`src/rtl/tcbcg_pkg.sv`:
```
// Shared types and constants for the 80-column text card core.
// Used by tcbcg_ctrl, tcbcg_dp and text_card_bus_and_char_generator_core.
package tcbcg_pkg;

    // Display geometry
    localparam int TEXT_ROWS  = 25;
    localparam int CELL_LINES = 10;
    localparam int COLUMNS    = 80;

    // Widths
    localparam int ROW_W     = 8;
    localparam int LINE_W    = 4;
    localparam int ADDR_W    = 11;
    localparam int FONT_AW   = 12;
    localparam int CRTC_AW   = 6;
    localparam int SCR_DEPTH = 2**ADDR_W;

    // Scanline-to-row divide by reciprocal: ceil(2^16 / CELL_LINES)
    localparam int RECIP_FRAC = 16;
    localparam int RECIP_W    = 17;
    localparam int ROW_RECIP  = (2**RECIP_FRAC + CELL_LINES - 1) / CELL_LINES;
    localparam int PROD_W     = ROW_W + RECIP_W;

    // Bus map
    localparam logic [7:0] CTRL_OFFSET  = 8'hF6;
    localparam logic [7:0] CRTC_LIMIT   = 8'h40;
    localparam logic [7:0] CRTC_ID_REG  = 8'h3A;
    localparam logic [7:0] CRTC_ID_VAL  = 8'h01;
    localparam logic [7:0] BUS_FLOAT    = 8'hFF;

    // CRTC registers used by the character generator
    localparam logic [CRTC_AW-1:0] CRTC_START_LO   = 6'h0C;
    localparam logic [CRTC_AW-1:0] CRTC_START_HI   = 6'h0D;
    localparam logic [CRTC_AW-1:0] CRTC_SPLIT_LO   = 6'h0E;
    localparam logic [CRTC_AW-1:0] CRTC_SPLIT_HI   = 6'h0F;
    localparam logic [CRTC_AW-1:0] CRTC_SPLIT_ROW  = 6'h10;
    localparam logic [CRTC_AW-1:0] CRTC_CURSOR_ROW = 6'h18;
    localparam logic [CRTC_AW-1:0] CRTC_CURSOR_COL = 6'h19;

    typedef enum logic [1:0] {
        CMD_WRITE = 2'd0,
        CMD_READ  = 2'd1,
        CMD_FETCH = 2'd2,
        CMD_FONT  = 2'd3
    } t_cmd;

    // Controller to datapath commands
    typedef struct packed {
        logic clr_en;
        logic in_load;
        logic calc_en;
        logic pos_en;
        logic mem_en;
        logic font_en;
        logic out_load;
    } t_dp_ctrl;

    // Datapath to controller status
    typedef struct packed {
        logic clr_last;
        logic is_fetch;
    } t_dp_stat;

endpackage

```
`src/rtl/tcbcg_ctrl.sv`:
```
// Sequencing state machine for the text card core.
// Depends on tcbcg_pkg; drives the tcbcg_dp command struct.
module tcbcg_ctrl (
    input  logic                i_clk,
    input  logic                i_rst_n,
    input  logic                i_in_valid,
    input  logic                i_out_stall,
    input  tcbcg_pkg::t_dp_stat i_stat,
    output tcbcg_pkg::t_dp_ctrl o_ctrl,
    output logic                o_in_stall,
    output logic                o_out_valid
);

    typedef enum logic [6:0] {
        ST_CLEAR = 7'b0000001,
        ST_IDLE  = 7'b0000010,
        ST_CALC  = 7'b0000100,
        ST_POS   = 7'b0001000,
        ST_RAM   = 7'b0010000,
        ST_FONT  = 7'b0100000,
        ST_DONE  = 7'b1000000
    } t_state;

    t_state r_state, n_state;
    logic   r_out_valid, n_out_valid;

    // Next state and command decode
    always_comb begin
        n_state = r_state;
        o_ctrl  = '0;
        case (r_state)
            ST_CLEAR: begin
                o_ctrl.clr_en = 1'b1;
                if (i_stat.clr_last) begin
                    n_state = ST_IDLE;
                end
            end
            ST_IDLE: begin
                if (i_in_valid) begin
                    o_ctrl.in_load = 1'b1;
                    n_state        = ST_CALC;
                end
            end
            ST_CALC: begin
                o_ctrl.calc_en = 1'b1;
                n_state        = i_stat.is_fetch ? ST_POS : ST_RAM;
            end
            ST_POS: begin
                o_ctrl.pos_en = 1'b1;
                n_state       = ST_RAM;
            end
            ST_RAM: begin
                o_ctrl.mem_en = 1'b1;
                n_state       = i_stat.is_fetch ? ST_FONT : ST_DONE;
            end
            ST_FONT: begin
                o_ctrl.font_en = 1'b1;
                n_state        = ST_DONE;
            end
            ST_DONE: begin
                // hand the result over once the output slot is free
                if (!r_out_valid || !i_out_stall) begin
                    o_ctrl.out_load = 1'b1;
                    n_state         = ST_IDLE;
                end
            end
            default: begin
                n_state = ST_CLEAR;
            end
        endcase
    end

    // Output valid tracking
    always_comb begin
        n_out_valid = r_out_valid;
        if (o_ctrl.out_load) begin
            n_out_valid = 1'b1;
        end else if (!i_out_stall) begin
            n_out_valid = 1'b0;
        end
    end

    always_ff @(posedge i_clk) begin
        if (!i_rst_n) begin
            r_state     <= ST_CLEAR;
            r_out_valid <= 1'b0;
        end else begin
            r_state     <= n_state;
            r_out_valid <= n_out_valid;
        end
    end

    assign o_in_stall  = (r_state != ST_IDLE);
    assign o_out_valid = r_out_valid;

endmodule

```
`config.mk`:
```
export PLATFORM = sky130hd
export DESIGN_NAME = tcbcg_ctrl
export DESIGN_NICKNAME = d
export VERILOG_FILES = /design/src/rtl/tcbcg_pkg.sv /design/src/rtl/tcbcg_ctrl.sv
export SDC_FILE = /design/constraint.sdc
export NUM_CORES = 1
export LEC_CHECK = 0
export BUFFER_PORTS_ARGS = -buffer_cell sky130_fd_sc_hd__clkbuf_2
export CAP_MARGIN = 5
export CORE_AREA = 5 5 42 44
export CTS_CLUSTER_DIAMETER = 100
export DETAILED_ROUTE_END_ITERATION = 6
export DIE_AREA = 0 0 47 49
export GPL_TIMING_DRIVEN = 0
export SYNTH_ARGS = -nofsm -noshare
export SYNTH_HDL_FRONTEND = slang
export SYNTH_SLANG_ARGS = --single-unit
```
`constraint.sdc`:
```
create_clock -name i_clk -period 2.6 [get_ports i_clk]
set_input_delay 0.39 -clock i_clk [delete_from_list [all_inputs] [get_ports i_clk]]
set_output_delay 0.39 -clock i_clk [all_outputs]
set_load 0.005 [all_outputs]
```
* Word level (Yosys, flattened, before mapping) *
Index checks and enable logic that the tools add are counted.

storage, ports and cells
  bits in registers = 8
  input port bits = 6
  output and inout port bits = 9
  word-level logic and storage cells = 35

cells by class
  eq/ne operators = 12
  multiplexer cells = 17
  reductions and logical operators = 4

operators with widths
  kind                                                              count
  7-bit case mux with 7 select lines                                1
  7-bit two-way mux                                                 4
  1-bit two-way mux                                                 11
  7-bit by 1-bit == test with 1-bit output (second input constant)  1
  7-bit by 2-bit == test with 1-bit output (second input constant)  1
  7-bit by 3-bit == test with 1-bit output (second input constant)  1
  7-bit by 4-bit == test with 1-bit output (second input constant)  1
  7-bit by 5-bit == test with 1-bit output (second input constant)  1
  7-bit by 6-bit == test with 1-bit output (second input constant)  1
  7-bit == test (second input constant)                             1
  7-bit by 2-bit != test with 1-bit output (second input constant)  1
  2-bit != test (second input constant)                             3
  5-bit two-way mux                                                 1
  3-bit AND reduction                                               1
  1-bit logical NOT                                                 2
  2-bit by 1-bit != test with 1-bit output (second input constant)  1
  1-bit logical OR                                                  1

* Logic depth before layout (Yosys ltp) *
Gate-level depths: netlist of the first run.

  depth after elaboration = 5
  gate-level depth with buffers = 6
  depth with buffers taken out = 6

* Worst setup path before layout of the first run *
OpenSTA, ideal clock, no wires.

  path type = flip-flop to output port
  from = reg r_state[2]
  to = out o_ctrl[6] in the netlist's numbering
  data arrival time = 1.184 ns
  data required time = 2.210 ns
  setup slack = 1.026 ns
  cell stages (with the launch flop) = 4
  buffers on the path = 0
  path through = dfxtp_1 nor4_4 or3b_4 inv_1

RTL lines
  item                    RTL line          text
  from (decl)             tcbcg_ctrl.sv:24  t_state r_state, n_state;
  from (signal assigned)  tcbcg_ctrl.sv:88  r_state <= n_state;
  to (decl)               tcbcg_ctrl.sv:9   output tcbcg_pkg::t_dp_ctrl o_ctrl,

==> out/metrics.yaml, run 1 <==
run_status:
  status: "finished, final reports clean"
yosys:
  synthesis.nets: 65
  avgSynthCellArea_um2: 7.99
  yosysUniqueCellTypes: 24
  synth-async-reset-ratio: 0
  synthFlopType: "dfxtp_1"
  ys_seq_area_frac: 0.340
  yosysTopAreaCellShare: 0.340
  synthTopCellsByArea: "dfxtp_1, nor2_1, nand2b_1, nor4_4, and2_1"
  synth-warning-count: 0
  syn_inst: 59
  synth-seq-cells: 8
  synth_edf_count: 0
  yosysTopAreaCell: "dfxtp_1"
  syn-cell-area_um2: 472
final_layout:
  antenna_cells: 0
  final_util: 0.417
  final_area_um2: 584
  layout_commonest_cell: "clkbuf_2"
  area_delta_synth_final_pct: 23.9
  n_fill_cell: 164
  final_net_count: 84
  final_cell_mix: "clkbuf_2, nor2_1, dfxtp_1"
  drive_above_1_share: 0.289
timing:
  clock.fmax_ghz: 0.490
  hold-worst-slack_ns: 0.376
  fin_skew_ns: 0.000288
  fin_tns_setup_ns: 0
  tightest_slew_ns: 0.378
  rsz0062_at_grt: "false"
  period_share: 0.784
  setup_viol: 0
  final.min_clock_period_ns: 2.04
  hold_viol_final: 0
  maxSlewHeadroom: 0.746
  drv_slew: 0
  setup_ws_ns: 0.561
drt:
  routedWlPerCell_um: 11.6
  drt-initial-drc-count: 3
  drtAntennaViolNets: 0
  drt-total-wl_um: 1060
  first_pass_iters: 2
  vias_per_cell: 5.08
  vias: 467
  drc: 0
setup_path:
  crit_required_ns: 2.21
  start_kind: "flop"
  path_class: "flop to output pin"
  cp.arrival_ns: 1.65
  path_max_fanout: 6
  setup.worst_path.end_class: "output pin"
  r2r_setup_slack_ns: 1.09
run:
  maxCapViolCount: 0
pwr:
  power_density_nw_per_um2: 532
  p_leak_uw: 0.000251
  peakVddDrop_uv: 310
placement:
  io_buffers: 14
  dpl_worst_slack_ns: 0.832
  place_congestion: 0.827
  placed_area_um2: 562
  hpwl_um: 830
clock_network:
  tritoncts: "built"
  cts.htree.levels: 1
  cts_resized: 0
  cts_num_sinks: 8
  cts_root_buf: "clkbuf_4"
  clk_pin_slew_worst_paths_ns: 0.06
  clockBufferDepth: 2
  ctsHoldBuffers: 0
  clk_latency_ns: 0.26
  cts_setup_buffers: 0
  cts_buffers: 3
die:
  die-area_um2: 2300
  start_util: 0.337
  io_pins: 15
  die_h_um: 49
  die_w_um: 47
  placementRows: 14
  core_area_um2: 1400
grt:
  antenna_found_initial: 0
  grt_overflow: 0
  grt_pass1_wl_um: 1840
  grt_use_total: 0.110
  grt_max_degree: 9
  grt_pass1_vias: 467
worst_hold_path:
  hold_class: "primary input to flop"
-- worst paths after layout --
kind / cells past startpoint / endpoint / startpoint
worst max-delay path: 4 / o_ctrl[6] / r_state[2]
worst min-delay path: 3 / o_out_valid / i_out_stall
worst max register to register: 4 / r_state[0] / r_state[2]
worst min register to register: 2 / o_out_valid / o_out_valid
-- registers in the layout (all words and copies together), names as in the netlist --
signal / count
o_out_valid: 1
r_state: 7
-- through the flow --
stage	std cells	power, uW
after floorplan	59	191
after global placement	89	212
after global routing	92	332
after detailed placement	89	214
final	92	311
after CTS	92	317
-- routing by layer --
layer / track usage / wire (um) / vias to the layer above
li1: - / - / 240
met1: 0.107 / 447 / 210
met2: 0.174 / 509 / 15
met3: 0.0701 / 89 / 2
met4: 0.0507 / 17 / 0
met5: 0 / 0 / -
-- synth_stat cells, types with 2 or more instances --
library cell and n:
and2_1 3, dfxtp_1 8, a21boi_0 2, nor3_1 3, nand2b_1 6, o21a_1 2, nor2_1 11, inv_1 2
o21ai_0 3, nand2_1 5
-- report_power, final --
| part | total, uW | switching [uW] | internal, uW |
|---|---|---|---|
| registers | 140 | 10.0 | 130 |
| logic | 71.3 | 36.9 | 34.5 |
| clock network | 99.7 | 46.6 | 53.1 |
-- critical path, cell delays in order, from the launching register on --
cell,delay (ns)
dfxtp_1,0.35
nor4_4,0.43
or3b_4,0.45
inv_1,0.06
clkbuf_2,0.10
-- final cells by class --
| cell class | count | area, um^2 | share of cell area |
|---|---|---|---|
| multi-input combinational | 48 | 297 | 0.507 |
| sequential | 8 | 160 | 0.274 |
| timing repair buffer | 14 | 70.1 | 0.120 |
| clock buffer | 3 | 22.5 | 0.0385 |
| tap | 16 | 20.0 | 0.0343 |
| buffer | 1 | 7.51 | 0.0128 |
| inverter | 2 | 7.51 | 0.0128 |
-- logic make-up (layout without fill, tap and decap cells) --
kind of cell | Yosys count | in the layout | synth area share
buffers and inverters | 3 | 20 | 0.0318
AND/OR/NAND/NOR | 36 | 36 | 0.446
flip-flops | 8 | 8 | 0.340
AO/OA/AOI/OAI | 12 | 12 | 0.183
Power figures use the tool's default switching activity.
==> inputs of run 2 (changes only) <==
clock period = 1.85 ns   (was 2.6 ns; I/O delays follow)
==> out/metrics.yaml, run 2 (same netlist as run 1, synthesis figures left out) <==
timing:
  rsz0062_at_grt: "true"  # was false
  maxSlewHeadroom: 0.800  # was 0.746
  hold-worst-slack_ns: 0.262  # was 0.376 ns
  final.min_clock_period_ns: 1.86
  fin_skew_ns: 0.00105  # was 0.000288 ns
  hold_viol_final: 0  # unchanged
  setup_ws_ns: -0.00798  # was 0.561 ns
  period_share: 1.00
  clock.fmax_ghz: 0.538
  drv_slew: 0  # unchanged
  setup_viol: 1  # was 0
  tightest_slew_ns: 0.298  # was 0.378 ns
grt:
  grt_use_total: 0.115  # was 0.110
  grt_pass1_wl_um: 1930  # was 1840 um
  grt_overflow: 0  # unchanged
  met1_usage: 0.114  # was 0.107
  grt_util_met3: 0.0701  # unchanged
  grt_pass1_vias: 480  # was 467
  grt_max_degree: 9  # unchanged
  grtUsageMet2: 0.186  # was 0.174
  antenna_found_initial: 0  # unchanged
  grt-busiest-layer: "met2"  # unchanged
setup_path:
  cp.arrival_ns: 1.58  # was 1.65 ns
  path_class: "flop to output pin"  # unchanged
  setup.worst_path.end_class: "output pin"  # unchanged
  start_kind: "flop"  # unchanged
  path_max_fanout: 5  # was 6
  cp-startpoint: "r_state[2]"  # unchanged
  path_cells: "nor4_4, buf_4, or3b_4, inv_2, buf_6"  # was nor4_4, or3b_4, inv_1, clkbuf_2
  crit_required_ns: 1.57  # was 2.21 ns
  crit_slowest_cell: "or3b_4"  # unchanged
  r2r-start: "r_state[2]"  # unchanged
  slowest_delay_ns: 0.39  # was 0.45 ns
  crit_family: "simple AND/OR/NAND/NOR gates"  # unchanged
  critPathBufInv: 3  # was 2
final_layout:
  area_delta_synth_final_pct: 35.0  # was 23.9%
  final_net_count: 88  # was 84
  final_util: 0.454  # was 0.417
  largest_reg_flops: 7  # unchanged
  final_cell_mix: "clkbuf_2, nor2_1, nand2b_1"  # was clkbuf_2, nor2_1, dfxtp_1
  top_register: "r_state"  # unchanged
  drive_above_1_share: 0.413  # was 0.289
  antenna_cells: 0  # unchanged
  layout_commonest_cell: "clkbuf_2"  # unchanged
run_status:
  status: "finished with violations"  # was finished, final reports clean
  violations: "setup timing"
die:
  die_w_um: 47  # unchanged
  die-area_um2: 2300  # unchanged
  core_area_um2: 1400  # unchanged
  placementRows: 14  # unchanged
  die_h_um: 49  # unchanged
  start_util: 0.337  # unchanged
  io_pins: 15  # unchanged
drt:
  drtAntennaViolNets: 0  # unchanged
  vias: 494  # was 467
  vias_per_cell: 5.15  # was 5.08
  first_pass_iters: 2  # unchanged
  drc: 0  # unchanged
  drt-total-wl_um: 1170  # was 1060 um
  routedWlPerCell_um: 12.2  # was 11.6 um
  drt-initial-drc-count: 4  # was 3
pwr:
  power_density_nw_per_um2: 745  # was 532 nW/um^2
  peakVddDrop_uv: 440  # was 310 uV
  p_leak_uw: 0.000271  # was 0.000251 uW
  p_total_uw: 475  # was 311 uW
clock_network:
  cts_buffers: 3  # unchanged
  clk_pin_slew_worst_paths_ns: 0.06  # about the same
  clk_latency_ns: 0.26  # about the same
  clockBufferDepth: 2  # unchanged
  cts_num_sinks: 8  # unchanged
  ctsHoldBuffers: 0  # unchanged
  tritoncts: "built"  # unchanged
  cts_root_buf: "clkbuf_4"  # unchanged
  cts.htree.levels: 1  # unchanged
placement:
  io_buffers: 14  # unchanged
  place_congestion: 0.827  # unchanged
  hpwl_um: 830  # unchanged
worst_hold_path:
  min_from: "i_out_stall"  # unchanged
  hold_class: "primary input to flop"  # unchanged
run:
  maxCapViolCount: 0  # unchanged
-- run 2: worst reg2reg max path, stage by stage (launching register included) --
cell      delay, ns
dfxtp_4        0.36
nor4_4         0.26
buf_4          0.18
or3b_4         0.39
buf_4          0.14
buf_4          0.13
nand3_2        0.07
o221ai_2       0.08
-- run 2: area by class of cell --
cell class,count,area (um^2)
multi-input combinational,48,307
buffer,1,7.51
inverter,2,7.51
tap,16,20.0
timing repair buffer,18,106
sequential,8,166
clock buffer,3,22.5
fill,162,764
-- run 2: what timing repair did --
action                                  in CTS  in global routing
resized for setup                            2                  8
endpoints found under the setup margin       3                  4
pin swaps                                    1                  4
buffers inserted                             2                  2
-- run 2: final timing paths --
| path | endpoint | slack [ns] | cells after the start |
|---|---|---|---|
| setup reg to reg | r_state[0] | 0.14 | 7 |
| hold reg to reg | o_out_valid | 0.47 | 2 |
| hold / removal | o_out_valid | 0.26 | 3 |
| setup / recovery | o_ctrl[6] | -0.008 | 5 |
-- run 2: per-stage QoR --
| step | setup WS, ns | cells | TNS [ns] | cell area (um^2) |
|---|---|---|---|---|
| 2_1_floorplan | 0.388 | 59 | 0 | 472 |
| 3_3_place_gp | 0.202 | 89 | 0 | 562 |
| 3_5_place_dp | 0.195 | 89 | 0 | 562 |
| 4_1_cts | 0.00209 | 94 | 0 | 602 |
| 5_1_grt | -0.106 | 96 | -0.140 | 637 |
| 6_report | -0.00798 | 96 | -0.00798 | 637 |
-- run 2: power breakdown --
group | internal (uW) | switching (uW) | total (uW)
Sequential | 181 | 14.5 | 196
Combinational | 75.2 | 62.8 | 138
Clock | 74.7 | 66.5 | 141
Total | 331 | 144 | 475
-- run 2: routing by layer --
layer	wire, um	part of all wire
met1	487	0.42
met2	580	0.50
met3	80	0.068
met4	20	0.017
met5	0	0
==> inputs of run 3 (changes only) <==
ABC_AREA = 1   (was default)
clock period = 1.75 ns   (was 1.85 ns; I/O delays follow)
==> out/metrics.yaml, run 3 <==
grt:
  grt_use_total: 0.113  # was 0.115
  grt_pass1_vias: 462  # was 480
  grt_max_degree: 7  # was 9
  grt_overflow: 0  # unchanged
  antenna_found_initial: 0  # unchanged
  grt_pass1_wl_um: 1860  # was 1930 um
timing:
  fin_tns_setup_ns: 0  # was -0.00798 ns
  hold_viol_final: 0  # unchanged
  setup_viol: 0  # was 1
  drv_slew: 0  # unchanged
  tightest_slew_ns: 0.207  # was 0.298 ns
  clock.fmax_ghz: 0.639
  rsz0062_at_grt: "false"  # was true
  maxSlewHeadroom: 0.862  # was 0.800
  period_share: 0.894
  fin_skew_ns: 0.00550  # was 0.00105 ns
  final.min_clock_period_ns: 1.56
yosys:
  synth.most_common_cell: "nand2_1"  # was nor2_1
  yosysUniqueCellTypes: 19  # was 24
  avgSynthCellArea_um2: 6.38  # was 7.99 um^2
  synthTopCellsByArea: "dfxtp_1, nand2_1, nor2_1, inv_1, nand2_4"  # was dfxtp_1, nor2_1, nand2b_1, nor4_4, and2_1
  synthFlopType: "dfxtp_1"  # unchanged
  synthTopCellsByCount: "nand2_1, nor2_1, inv_1"  # was nor2_1, dfxtp_1, nand2b_1
  synth-warning-count: 0  # unchanged
  syn-cell-area_um2: 529  # was 472 um^2
  synth-async-reset-ratio: 0  # unchanged
  ys_seq_area_frac: 0.303  # was 0.340
  synth-seq-cells: 8  # unchanged
  synthesis.nets: 89  # was 65
  yosysTopAreaCell: "dfxtp_1"  # unchanged
  syn_inst: 83  # was 59
  yosysTopAreaCellShare: 0.303  # was 0.340
  synth_edf_count: 0  # unchanged
run_status:
  status: "finished, final reports clean"  # was finished with violations
die:
  core_area_um2: 1400  # unchanged
  die_w_um: 47  # unchanged
  io_pins: 15  # unchanged
  die-area_um2: 2300  # unchanged
  start_util: 0.378  # was 0.337
  die_h_um: 49  # unchanged
  placementRows: 14  # unchanged
clock_network:
  ctsHoldBuffers: 0  # unchanged
  cts.htree.levels: 1  # unchanged
  cts_buffers: 3  # unchanged
  clockBufferDepth: 2  # unchanged
  cts_setup_buffers: 0  # was 2
  cts_resized: 0  # was 2
  tritoncts: "built"  # unchanged
  clk_latency_ns: 0.26  # about the same
  cts_root_buf: "clkbuf_4"  # unchanged
  clk_pin_slew_worst_paths_ns: 0.06  # about the same
  cts_num_sinks: 8  # unchanged
setup_path:
  crit_required_ns: 1.49  # was 1.57 ns
  slowest_delay_ns: 0.40  # was 0.39 ns
  path_max_fanout: 4  # was 5
  path_cells: "inv_2, nor2_1, nand2_1, nor2_1, buf_4, clkbuf_2"  # was nor4_4, buf_4, or3b_4, inv_2, buf_6
  start_kind: "flop"  # unchanged
  cp.arrival_ns: 1.30  # was 1.58 ns
  crit_slowest_cell: "dfxtp_1"  # was or3b_4
  crit_family: "flip-flops"  # was simple AND/OR/NAND/NOR gates
  path_class: "flop to output pin"  # unchanged
  setup.worst_path.end_class: "output pin"  # unchanged
  critPathBufInv: 3  # unchanged
  cp_common_cell: "nor2_1"
final_layout:
  seq_area_um2: 160  # was 166 um^2
  layout_commonest_cell: "nand2_1"  # was clkbuf_2
  largest_reg_flops: 7  # unchanged
  final_net_count: 108  # was 88
  final_cell_mix: "nand2_1, nor2_1, clkbuf_2"  # was clkbuf_2, nor2_1, nand2b_1
  antenna_cells: 0  # unchanged
  fin_cells: 116  # was 96
  multiInputGateArea_um2: 302  # was 307 um^2
  drive_above_1_share: 0.330  # was 0.413
  area_delta_synth_final_pct: 21.3  # was 35.0%
  final_area_um2: 642  # was 637 um^2
  top_register: "r_state"  # unchanged
  n_fill_cell: 159  # was 162
worst_hold_path:
  hold_class: "primary input to flop"  # unchanged
placement:
  place_congestion: 0.766  # was 0.827
  dp_cells: 113  # was 89
  placed_area_um2: 619  # was 562 um^2
  hpwl_um: 905  # was 830 um
  io_buffers: 14  # unchanged
run:
  maxCapViolCount: 0  # unchanged
drt:
  vias_per_cell: 4.59  # was 5.15
  vias: 532  # was 494
  routedWlPerCell_um: 9.42  # was 12.2 um
  drt-total-wl_um: 1090  # was 1170 um
  first_pass_iters: 4  # was 2
  drtAntennaViolNets: 0  # unchanged
  drc: 0  # unchanged
  drt-initial-drc-count: 6  # was 4
pwr:
  power_density_nw_per_um2: 745  # about the same
  p_leak_uw: 0.000357  # was 0.000271 uW
  peakVddDrop_uv: 531  # was 440 uV
-- run 3: cell types whose count changed in the layout (fill, tap and decap cells not counted), moves of 3 or more --
cell	delta
nand2b_1	-6
buf_4	-4
o21ai_0	-3
nand2_1	+13
dfxtp_1	+3
nor2_1	+7
inv_1	+11
nand3_1	+4
inv_2	+3
nand2_2	+3
and2_1	-3
-- run 3: report_power, final --
| part | leakage [uW] | switching [uW] | total (uW) | internal (uW) |
|---|---|---|---|---|
| clock | 0.0000138 | 70.2 | 149 | 79.0 |
| combinational | 0.000279 | 77.8 | 127 | 48.7 |
| sequential | 0.0000650 | 9.15 | 202 | 193 |
-- run 3: layer usage --
metal,routed length [um],global-route usage,vias up
met1,525,0.154,229
met5,0,0,-
met2,481,0.152,10
met4,34,0.0829,0
li1,-,-,289
met3,51,0.0221,4
-- run 3: per-stage QoR --
stage | setup WS (ns) | total power (uW) | util | hold WS [ns]
floorplan | 0.632 | 298 | - | 0.347
global placement | 0.457 | 333 | 0.442 | 0.474
detailed placement | 0.452 | 335 | 0.442 | 0.475
CTS | 0.159 | 487 | 0.458 | 0.205
global route | 0.0689 | 522 | 0.458 | 0.230
finish | 0.185 | 478 | 0.458 | 0.211
-- run 3: cell type report --
class	count	share of cell area
multi-input cells	58	0.470
flip-flops and latches	8	0.250
repair buffers	14	0.109
inverters	16	0.0936
clock buffers	3	0.0351
well taps	16	0.0312
plain buffers	1	0.0117
-- run 3: path summary, 6_finish.rpt --
path / slack (ns) / start / cells past startpoint / endpoint
setup reg to reg: 0.60 / r_state[3] / 9 / r_state[6]
hold reg to reg: 0.48 / o_out_valid / 2 / o_out_valid
hold / removal: 0.21 / i_rst_n / 2 / r_state[0]
setup / recovery: 0.19 / r_state[6] / 6 / o_ctrl[0]
-- run 3: worst reg2reg max path, stage by stage (launching register included) --
cell	delay (ns)
dfxtp_1	0.40
nor2_4	0.05
nand2_2	0.11
inv_1	0.07
nand2_1	0.10
nand2_1	0.06
nor2_1	0.09
nand2_1	0.07
nand2_1	0.08
nor2_2	0.03
-- run 3: cell families (layout without fill, tap and decap cells) --
family,Yosys count,after routing,synth area share
compound gates,4,4,0.0426
simple gates,54,54,0.527
buf+inv,17,34,0.128
flops,8,8,0.303
